## config.mk

```make
export PLATFORM = sky130hd
export DESIGN_NAME = bounded_deque_with_key_removal
export DESIGN_NICKNAME = d
export VERILOG_FILES = /design/src/design/bdq_pkg.sv /design/src/design/bdq_ram.sv /design/src/design/bdq_ctrl.sv /design/src/design/bdq_dpath.sv /design/src/design/bounded_deque_with_key_removal.sv
export SDC_FILE = /design/constraint.sdc
export NUM_CORES = 1
export LEC_CHECK = 0
export ABC_AREA = 1
export ABC_CLOCK_PERIOD_IN_PS = 5600
export BUFFER_PORTS_ARGS = -buffer_cell sky130_fd_sc_hd__buf_2
export CORE_ASPECT_RATIO = 1.75
export CORE_MARGIN = 1.5
export CORE_UTILIZATION = 35
export DETAILED_ROUTE_END_ITERATION = 8
export GPL_ROUTABILITY_DRIVEN = 0
export PLACE_DENSITY = 0.53
export REMOVE_ABC_BUFFERS = 1
export SLEW_MARGIN = 20
export SYNTH_ARGS = -nofsm -noshare
export SYNTH_HDL_FRONTEND = slang
export SYNTH_SLANG_ARGS = --single-unit
```

## constraint.sdc

```tcl
create_clock -name clk -period 5.6 [get_ports clk]
set_input_delay 0.28 -clock clk [delete_from_list [all_inputs] [get_ports clk]]
set_output_delay 0.28 -clock clk [all_outputs]
set_load 0.02 [all_outputs]
```

## src/design/bdq_pkg.sv

```systemverilog
// shared types and constants for the bounded deque with key removal
`default_nettype none

package bdq_pkg;

  localparam int DEPTH_DEFAULT = 16;
  localparam int VALUE_W       = 32;
  localparam int COUNT_W       = 5;

  typedef enum logic [2:0] {
    ACT_PUSH_FRONT = 3'd0,
    ACT_PUSH_BACK  = 3'd1,
    ACT_POP_FRONT  = 3'd2,
    ACT_POP_BACK   = 3'd3,
    ACT_REMOVE     = 3'd4,
    ACT_READ_OUT   = 3'd5
  } action_t;

  typedef enum logic [1:0] {
    STAT_OK        = 2'd0,
    STAT_EMPTY     = 2'd1,
    STAT_FULL      = 2'd2,
    STAT_NOT_FOUND = 2'd3
  } status_t;

  typedef enum logic [2:0] {
    ST_IDLE,
    ST_DISPATCH,
    ST_POP,
    ST_SEARCH,
    ST_SHIFT,
    ST_STREAM,
    ST_EMIT
  } ctl_state_t;

  typedef enum logic [1:0] {
    IDX_HOLD,
    IDX_ZERO,
    IDX_INC,
    IDX_LAST
  } idx_op_t;

  typedef enum logic [1:0] {
    WR_FRONT,
    WR_BACK,
    WR_SHIFT
  } wr_sel_t;

  typedef enum logic [1:0] {
    HEAD_HOLD,
    HEAD_DEC,
    HEAD_INC
  } head_op_t;

  typedef enum logic [1:0] {
    CNT_HOLD,
    CNT_INC,
    CNT_DEC
  } cnt_op_t;

  typedef struct packed {
    logic     cmd_load;
    idx_op_t  idx_op;
    logic     wr_en;
    wr_sel_t  wr_sel;
    head_op_t head_op;
    cnt_op_t  cnt_op;
    logic     stat_load;
    status_t  stat_val;
    logic     data_load;
    logic     data_clr;
    logic     out_load;
    logic     out_stream;
  } cmd_t;

  typedef struct packed {
    action_t action;
    logic    empty;
    logic    full;
    logic    match;
    logic    idx_last;
    logic    idx_end;
    logic    out_free;
  } sts_t;

endpackage

`default_nettype wire

```

## src/design/bdq_ram.sv

```systemverilog
// generic single write port, single read port ram with registered read
`default_nettype none

module bdq_ram #(
  parameter int WIDTH = 32,
  parameter int DEPTH = 16
) (
  input  wire logic                     clk,
  input  wire logic                     we,
  input  wire logic [$clog2(DEPTH)-1:0] waddr,
  input  wire logic [WIDTH-1:0]         wdata,
  input  wire logic [$clog2(DEPTH)-1:0] raddr,
  output logic      [WIDTH-1:0]         rdata
);

  logic [WIDTH-1:0] mem [DEPTH];

  always_ff @(posedge clk) begin
    if (we) begin
      mem[waddr] <= wdata;
    end
    rdata <= mem[raddr];
  end

endmodule

`default_nettype wire

```

## src/design/bdq_ctrl.sv

```systemverilog
// command sequencer for the deque: decodes each command and steps the walks
`default_nettype none

module bdq_ctrl (
  input  wire logic          clk,
  input  wire logic          rst,
  input  wire logic          in_valid,
  output logic               in_ready,
  input  wire bdq_pkg::sts_t sts,
  output bdq_pkg::cmd_t      cmd
);

  bdq_pkg::ctl_state_t state;
  bdq_pkg::ctl_state_t state_next;

  always_ff @(posedge clk) begin
    if (rst) begin
      state <= bdq_pkg::ST_IDLE;
    end else begin
      state <= state_next;
    end
  end

  always_comb begin
    state_next = state;
    cmd        = '0;
    in_ready   = (state == bdq_pkg::ST_IDLE);
    unique case (state)
      bdq_pkg::ST_IDLE: begin
        if (in_valid) begin
          cmd.cmd_load = 1'b1;
          state_next   = bdq_pkg::ST_DISPATCH;
        end
      end
      bdq_pkg::ST_DISPATCH: begin
        cmd.data_clr = 1'b1;
        unique case (sts.action) inside
          bdq_pkg::ACT_PUSH_FRONT, bdq_pkg::ACT_PUSH_BACK: begin
            cmd.stat_load = 1'b1;
            state_next    = bdq_pkg::ST_EMIT;
            if (sts.full) begin
              cmd.stat_val = bdq_pkg::STAT_FULL;
            end else begin
              cmd.stat_val = bdq_pkg::STAT_OK;
              cmd.wr_en    = 1'b1;
              cmd.cnt_op   = bdq_pkg::CNT_INC;
              if (sts.action == bdq_pkg::ACT_PUSH_FRONT) begin
                cmd.wr_sel  = bdq_pkg::WR_FRONT;
                cmd.head_op = bdq_pkg::HEAD_DEC;
              end else begin
                cmd.wr_sel = bdq_pkg::WR_BACK;
              end
            end
          end
          bdq_pkg::ACT_POP_FRONT, bdq_pkg::ACT_POP_BACK: begin
            if (sts.empty) begin
              cmd.stat_load = 1'b1;
              cmd.stat_val  = bdq_pkg::STAT_EMPTY;
              state_next    = bdq_pkg::ST_EMIT;
            end else begin
              cmd.idx_op = (sts.action == bdq_pkg::ACT_POP_FRONT) ?
                           bdq_pkg::IDX_ZERO : bdq_pkg::IDX_LAST;
              state_next = bdq_pkg::ST_POP;
            end
          end
          bdq_pkg::ACT_REMOVE, bdq_pkg::ACT_READ_OUT: begin
            if (sts.empty) begin
              cmd.stat_load = 1'b1;
              cmd.stat_val  = bdq_pkg::STAT_EMPTY;
              state_next    = bdq_pkg::ST_EMIT;
            end else begin
              cmd.idx_op = bdq_pkg::IDX_ZERO;
              state_next = (sts.action == bdq_pkg::ACT_REMOVE) ?
                           bdq_pkg::ST_SEARCH : bdq_pkg::ST_STREAM;
            end
          end
          default: begin
            // unused codes answer ok and change nothing
            cmd.stat_load = 1'b1;
            cmd.stat_val  = bdq_pkg::STAT_OK;
            state_next    = bdq_pkg::ST_EMIT;
          end
        endcase
      end
      bdq_pkg::ST_POP: begin
        cmd.data_load = 1'b1;
        cmd.cnt_op    = bdq_pkg::CNT_DEC;
        cmd.stat_load = 1'b1;
        cmd.stat_val  = bdq_pkg::STAT_OK;
        if (sts.action == bdq_pkg::ACT_POP_FRONT) begin
          cmd.head_op = bdq_pkg::HEAD_INC;
        end
        state_next = bdq_pkg::ST_EMIT;
      end
      bdq_pkg::ST_SEARCH: begin
        if (sts.match) begin
          cmd.data_load = 1'b1;
          cmd.idx_op    = bdq_pkg::IDX_INC;
          state_next    = bdq_pkg::ST_SHIFT;
        end else if (sts.idx_last) begin
          cmd.stat_load = 1'b1;
          cmd.stat_val  = bdq_pkg::STAT_NOT_FOUND;
          state_next    = bdq_pkg::ST_EMIT;
        end else begin
          cmd.idx_op = bdq_pkg::IDX_INC;
        end
      end
      bdq_pkg::ST_SHIFT: begin
        // each step moves one later element a place toward the front
        if (sts.idx_end) begin
          cmd.cnt_op    = bdq_pkg::CNT_DEC;
          cmd.stat_load = 1'b1;
          cmd.stat_val  = bdq_pkg::STAT_OK;
          state_next    = bdq_pkg::ST_EMIT;
        end else begin
          cmd.wr_en  = 1'b1;
          cmd.wr_sel = bdq_pkg::WR_SHIFT;
          cmd.idx_op = bdq_pkg::IDX_INC;
        end
      end
      bdq_pkg::ST_STREAM: begin
        if (sts.out_free) begin
          cmd.out_load   = 1'b1;
          cmd.out_stream = 1'b1;
          if (sts.idx_last) begin
            state_next = bdq_pkg::ST_IDLE;
          end else begin
            cmd.idx_op = bdq_pkg::IDX_INC;
          end
        end
      end
      bdq_pkg::ST_EMIT: begin
        if (sts.out_free) begin
          cmd.out_load = 1'b1;
          state_next   = bdq_pkg::ST_IDLE;
        end
      end
      default: begin
        state_next = bdq_pkg::ST_IDLE;
      end
    endcase
  end

endmodule

`default_nettype wire

```

## src/design/bdq_dpath.sv

```systemverilog
// datapath: ring pointers, element ram, walk index and result register
`default_nettype none

module bdq_dpath #(
  parameter int DEPTH = bdq_pkg::DEPTH_DEFAULT
) (
  input  wire logic                          clk,
  input  wire logic                          rst,
  input  wire bdq_pkg::cmd_t                 cmd,
  output bdq_pkg::sts_t                      sts,
  input  wire logic [2:0]                    action,
  input  wire logic [bdq_pkg::VALUE_W-1:0]   value,
  output logic                               out_valid,
  input  wire logic                          out_ready,
  output logic [1:0]                         status,
  output logic [bdq_pkg::VALUE_W-1:0]        data,
  output logic [bdq_pkg::COUNT_W-1:0]        count,
  output logic                               last
);

  localparam int AW = $clog2(DEPTH);
  localparam int CW = $clog2(DEPTH + 1);
  localparam int SW = CW + 1;

  logic [2:0]                  act;
  logic [bdq_pkg::VALUE_W-1:0] key;
  logic [AW-1:0]               head;
  logic [AW-1:0]               head_next;
  logic [CW-1:0]               cnt;
  logic [CW-1:0]               cnt_next;
  logic [CW-1:0]               idx;
  logic [CW-1:0]               idx_next;
  logic [AW-1:0]               rd_addr;
  logic [AW-1:0]               wr_addr;
  logic [AW-1:0]               front_addr;
  logic [AW-1:0]               inc_addr;
  logic [bdq_pkg::VALUE_W-1:0] rdata;
  bdq_pkg::status_t            stat_hold;
  logic [bdq_pkg::VALUE_W-1:0] data_hold;
  logic                        out_free;

  // sums here stay below twice the depth, so one subtract wraps them
  function automatic logic [AW-1:0] wrap(input logic [SW-1:0] s);
    logic [SW-1:0] r;
    r = (s >= SW'(DEPTH)) ? (s - SW'(DEPTH)) : s;
    return r[AW-1:0];
  endfunction

  always_comb begin
    unique case (cmd.idx_op)
      bdq_pkg::IDX_HOLD: idx_next = idx;
      bdq_pkg::IDX_ZERO: idx_next = '0;
      bdq_pkg::IDX_INC:  idx_next = idx + CW'(1);
      bdq_pkg::IDX_LAST: idx_next = cnt - CW'(1);
      default:           idx_next = idx;
    endcase
  end

  // read one slot ahead so rdata lines up with idx
  assign rd_addr    = wrap(SW'(head) + SW'(idx_next));
  assign front_addr = wrap(SW'(head) + SW'(DEPTH - 1));
  assign inc_addr   = wrap(SW'(head) + SW'(1));

  always_comb begin
    unique case (cmd.wr_sel)
      bdq_pkg::WR_FRONT: wr_addr = front_addr;
      bdq_pkg::WR_BACK:  wr_addr = wrap(SW'(head) + SW'(cnt));
      bdq_pkg::WR_SHIFT: wr_addr = wrap(SW'(head) + SW'(idx) - SW'(1));
      default:           wr_addr = front_addr;
    endcase
  end

  always_comb begin
    unique case (cmd.head_op)
      bdq_pkg::HEAD_HOLD: head_next = head;
      bdq_pkg::HEAD_DEC:  head_next = front_addr;
      bdq_pkg::HEAD_INC:  head_next = inc_addr;
      default:            head_next = head;
    endcase
  end

  always_comb begin
    unique case (cmd.cnt_op)
      bdq_pkg::CNT_HOLD: cnt_next = cnt;
      bdq_pkg::CNT_INC:  cnt_next = cnt + CW'(1);
      bdq_pkg::CNT_DEC:  cnt_next = cnt - CW'(1);
      default:           cnt_next = cnt;
    endcase
  end

  bdq_ram #(
    .WIDTH (bdq_pkg::VALUE_W),
    .DEPTH (DEPTH)
  ) u_ram (
    .clk   (clk),
    .we    (cmd.wr_en),
    .waddr (wr_addr),
    .wdata ((cmd.wr_sel == bdq_pkg::WR_SHIFT) ? rdata : key),
    .raddr (rd_addr),
    .rdata (rdata)
  );

  always_ff @(posedge clk) begin
    if (rst) begin
      head <= '0;
      cnt  <= '0;
      idx  <= '0;
    end else begin
      head <= head_next;
      cnt  <= cnt_next;
      idx  <= idx_next;
    end
  end

  always_ff @(posedge clk) begin
    if (cmd.cmd_load) begin
      act <= action;
      key <= value;
    end
    if (cmd.stat_load) begin
      stat_hold <= cmd.stat_val;
    end
    if (cmd.data_load) begin
      data_hold <= rdata;
    end else if (cmd.data_clr) begin
      data_hold <= '0;
    end
  end

  assign out_free = !out_valid || out_ready;

  always_ff @(posedge clk) begin
    if (rst) begin
      out_valid <= 1'b0;
    end else if (cmd.out_load) begin
      out_valid <= 1'b1;
    end else if (out_ready) begin
      out_valid <= 1'b0;
    end
  end

  always_ff @(posedge clk) begin
    if (cmd.out_load) begin
      count <= bdq_pkg::COUNT_W'(cnt);
      if (cmd.out_stream) begin
        status <= bdq_pkg::STAT_OK;
        data   <= rdata;
        last   <= sts.idx_last;
      end else begin
        status <= stat_hold;
        data   <= data_hold;
        last   <= 1'b1;
      end
    end
  end

  assign sts.action   = bdq_pkg::action_t'(act);
  assign sts.empty    = (cnt == '0);
  assign sts.full     = (cnt == CW'(DEPTH));
  assign sts.match    = (rdata == key);
  assign sts.idx_last = ((SW'(idx) + SW'(1)) == SW'(cnt));
  assign sts.idx_end  = (idx == cnt);
  assign sts.out_free = out_free;

  a_cnt_bound: assert property (@(posedge clk) disable iff (rst)
    cnt <= CW'(DEPTH))
    else $error("element count above depth");

  a_head_bound: assert property (@(posedge clk) disable iff (rst)
    SW'(head) < SW'(DEPTH))
    else $error("head pointer out of range");

  a_no_push_full: assert property (@(posedge clk) disable iff (rst)
    (cmd.cnt_op == bdq_pkg::CNT_INC) |-> !sts.full)
    else $error("count raised while full");

  a_no_pop_empty: assert property (@(posedge clk) disable iff (rst)
    (cmd.cnt_op == bdq_pkg::CNT_DEC) |-> !sts.empty)
    else $error("count lowered while empty");

endmodule

`default_nettype wire

```

## src/design/bounded_deque_with_key_removal.sv

```systemverilog
// Bounded deque of signed 32-bit values with push, pop, remove by key and read out.
// One command is taken on the input channel (action, value) when in_valid and
// in_ready are both high; in_ready is high only while the sequencer is idle, so
// commands run one at a time. Results leave on the output channel (status, data,
// count, last), one transfer per result, with last high on the final one.
// Push, pop and unused codes give one result: after the input transfer the sequencer
// dispatches the command, a pop then reads its element, and the result is loaded.
// Remove by key reads one stored element per cycle through the element ram's
// single read port while it searches, then moves each later element one place
// toward the front, one per cycle, so that search and shift together visit each
// element once.
// Read out streams one element per cycle from the ram while the receiver keeps
// out_ready high.
// The result register frees the sequencer: a new command is taken while the
// previous final result still waits for its transfer. While a result waits on a
// low out_ready, the result register and the stream or emit step both hold.
// Synchronous reset empties the store (head and count go to zero) and drops
// out_valid; the stored words themselves are not cleared.
`default_nettype none

module bounded_deque_with_key_removal #(
  parameter int DEPTH = bdq_pkg::DEPTH_DEFAULT
) (
  input  wire logic                                clk,
  input  wire logic                                rst,
  input  wire logic                                in_valid,
  output logic                                     in_ready,
  input  wire logic [2:0]                          action,
  input  wire logic signed [bdq_pkg::VALUE_W-1:0]  value,
  output logic                                     out_valid,
  input  wire logic                                out_ready,
  output logic [1:0]                               status,
  output logic signed [bdq_pkg::VALUE_W-1:0]       data,
  output logic [bdq_pkg::COUNT_W-1:0]              count,
  output logic                                     last
);

  bdq_pkg::cmd_t cmd;
  bdq_pkg::sts_t sts;

  bdq_ctrl u_ctrl (
    .clk      (clk),
    .rst      (rst),
    .in_valid (in_valid),
    .in_ready (in_ready),
    .sts      (sts),
    .cmd      (cmd)
  );

  bdq_dpath #(
    .DEPTH (DEPTH)
  ) u_dpath (
    .clk       (clk),
    .rst       (rst),
    .cmd       (cmd),
    .sts       (sts),
    .action    (action),
    .value     (value),
    .out_valid (out_valid),
    .out_ready (out_ready),
    .status    (status),
    .data      (data),
    .count     (count),
    .last      (last)
  );

endmodule

`default_nettype wire

```

==> results.cfg <==
[layout]
finish.net_count = 2464
multi_input_area_sq_um = 7070
area_delta_synth_final_pct = 16.5
final_area_sq_um = 32100
insertedDiodeCount = 0
drive_gt1_frac = 0.136
area.sequential_sq_um = 19600
fillers = 7394

[yosys]
seq_area_frac_synth = 0.714
ys_async_sr_fraction = 0
synth_cell_types = 43
syn_inst = 2270
synthFlopType = edfxtp_1
ys_seq_elements = 671
avgSynthCellArea_sq_um = 12.1
synth_edf_count = 621
synth_warnings = 0
syn_area_sq_um = 27500

[clock_network]
insertion_delay_ps = 630
cts_sinks = 671
cts_buffers = 66
clock-root-buffer = clkbuf_16
cts_tree = built
clkTransAtPathRegs_ps = 60
cts_resized = 0
clk_path_buf_depth = 3
htreeDepth = 3

[worst_setup_path]
rr_worst_depth = 19
critPathMaxFanout = 218
crit_top_cell = nand2_1
cp_data_arrival_time_ps = 5290
r2r_end = u_dpath.u_ram.rdata[20]
rr_startpoint = u_dpath.key[16]
critPathBufInv = 1
startpoint_type = flop
max_stage_delay_ps = 630
crit_path_end_kind = flop
cp_slowest_cell = buf_12
rrSetupSlack_ps = 860
cp_cell_sequence = xnor2_1, nand2_1, nor2_1, nand2_1, nor2_1, nand2_1, nand2_1, nand2_2, nand2_4, o21ai_0, a21oi_1, ha_4, buf_12, o21ai_0, o22ai_1, nand2_1, o21ai_0, nand2_2, nand2_1
required_ps = 6150
critical-path-top-delay-family = simple AND/OR/NAND/NOR gates
crit_type = flop to flop

[timing]
timing.slew.headroom = 0.257
skew_ps = 23.4
finalMaxSlewViolations = 0
worst_slack_ps = 864
hold_viol = 0
clock.fmax_mhz = 211
setup_viol = 0
rsz0062_at_grt = false
finalCritPeriodShare = 0.846
min_period_ps = 4740
worst_slew_pin_slew_ps = 1110

[worst_hold_path]
hold_start = out_ready
min_to = u_dpath.out_valid
min_path_type = input pin to flop
worstHoldPathCells = 4

[routing]
vias = 18100
wl_um = 75700
ant_nets = 0
drc = 0
drt-vias-per-instance = 5.21
dr.pass1.iters = 5
avgRoutedWirePerCell_um = 21.8
drtIter0Drc = 1758

[die]
die_x_um = 215
core-area_sq_um = 77700
ios = 81
die_area_sq_um = 80400
start_util = 0.354
dieHeight_um = 374
row_count = 135

[pwr]
power_leakage_nw = 11.4
ir_worst_vdd_mv = 0.663
p_per_area_nw_per_um2 = 657

[flow_run]
maxCapViolations = 0

[placed_design]
preCtsSetupSlack_ps = 825
hpwl_um = 43000
port_buffers = 80
post_dp_cell_area_sq_um = 29500

[grt]
grt_pass1_vias = 18100
antenna_found_initial = 2
grt.overflow.total = 0
grt_max_degree = 219
grt_pass1_wl_um = 113000
grt_util_all_layers = 0.188

[run_status]
status = finished clean
[cell usage after synthesis, types with 2 or more instances]
cell      number  area share
o21a_1         2     0.00055
buf_2         10      0.0018
nor2_4         2     0.00082
a21oi_1       80       0.015
a32o_1        64       0.023
a31oi_1        2     0.00045
nand4_1        6      0.0014
edfxtp_1     621        0.68
nand2_4        3      0.0012
buf_12         3      0.0022
nand3_1       56       0.010
inv_2          5     0.00068
nor3_1         4     0.00073
nor2_2         3     0.00068
ha_1          20      0.0091
nand3_2        3      0.0011
nor2_1       217       0.030
clkbuf_1     102       0.014
o21ai_0      280       0.051
o22ai_1       64       0.015
o211ai_1       7      0.0019
nand2_1      453       0.062
dfxtp_1       50       0.036
nand2_2       32      0.0073
xnor2_1       25      0.0080
fa_1           3      0.0022
a221oi_1       2     0.00064
inv_1        106       0.014
a211oi_1       2     0.00055
xor2_1        18      0.0057
buf_1         12      0.0016
clkinv_1       2     0.00027
[where the power goes]
part / switching, mW / total (mW) / internal, mW
logic: 6.56 / 9.72 / 3.15
registers: 0.279 / 6.81 / 6.53
clock network: 1.92 / 4.54 / 2.62
[worst max-delay path by stage]
stage	start	end	slack, ps	depth (start not counted)
3_3_place_gp	u_dpath.key[16]	u_dpath.u_ram.rdata[17]	880	18
5_1_grt	u_dpath.key[16]	u_dpath.u_ram.rdata[20]	410	19
2_1_floorplan	u_dpath.out_valid	u_dpath.u_ram.rdata[0]	-6830	17
6_report	u_dpath.key[16]	u_dpath.u_ram.rdata[20]	860	19
4_1_cts	u_dpath.key[16]	u_dpath.u_ram.rdata[20]	770	19
3_5_place_dp	u_dpath.key[16]	u_dpath.u_ram.rdata[20]	820	19
[metrics by stage]
stage / TNS, ps / utilization / hold slack, ps / power [mW] / cells
after floorplan: -218690 / - / 352 / 12.8 / 2142
after global placement: 0 / 0.380 / 456 / 16.5 / 3325
after detailed placement: 0 / 0.380 / 459 / 16.7 / 3325
after CTS: 0 / 0.413 / 50.1 / 21.3 / 3479
after global routing: 0 / 0.413 / 109 / 22.6 / 3479
final: 0 / 0.413 / 80.7 / 21.1 / 3479
[cell usage in the layout (no fill, tap or decap), drive strengths merged, types with 4 or more instances in the layout]
cell type and n:
a21oi 80, a32o 64, buf 156, bufinv 7
clkbuf 87, clkinv 22, dfxtp 50, dlygate4sd3 36
edfxtp 621, ha 20, inv 112, nand2 488
nand3 60, nand4 7, nor2 222, nor3 4
o211ai 7, o21ai 281, o22ai 64, xnor2 25
xor2 18
[worst min-delay path, stage by stage]
cell     delay [ps]
buf_2            80
nor2_1           90
o21ai_0         170
inv_1            50
[layer usage]
| layer | part of all wire | wire, um | track usage | up-vias |
|---|---|---|---|---|
| li1 | - | - | - | 8364 |
| met1 | 0.40 | 30300 | 0.225 | 9081 |
| met5 | 0 | 0 | 0 | - |
| met3 | 0.051 | 3870 | 0.0276 | 135 |
| met2 | 0.52 | 39200 | 0.337 | 543 |
| met4 | 0.031 | 2380 | 0.0747 | 0 |
[final cells by class]
class | count | area share
timing repair buffer | 192 | 0.0450
inverter | 113 | 0.0135
clock inverter | 31 | 0.0110
multi-input combinational | 1358 | 0.221
tap | 1027 | 0.0401
clock buffer | 87 | 0.0569
sequential | 671 | 0.613
[cell families after synthesis]
family	share of synthesized area
flip-flops	0.714
XOR/XNOR	0.0137
AO/OA/AOI/OAI	0.108
AND/OR/NAND/NOR	0.118
adder cells (fa/ha/maj)	0.0113
buffers and inverters	0.0354
[sequential cells by signal, summed over array words and instances, names as in the netlist, named ones only]
register,flops
u_ctrl.state,3
u_dpath.act,3
u_dpath.cnt,5
u_dpath.count,5
u_dpath.data,32
u_dpath.data_hold,32
u_dpath.head,4
u_dpath.idx,4
u_dpath.key,32
u_dpath.last,1
u_dpath.out_valid,1
u_dpath.stat_hold,2
u_dpath.status,2
u_dpath.u_ram.mem,512
u_dpath.u_ram.rdata,32
[timing repair]
item,4_1_cts,5_1_grt
setup buffers,0,0
hold buffers,36,0
hold endpoints to repair,40,0
No activity file was read; power rests on OpenSTA's default activity.
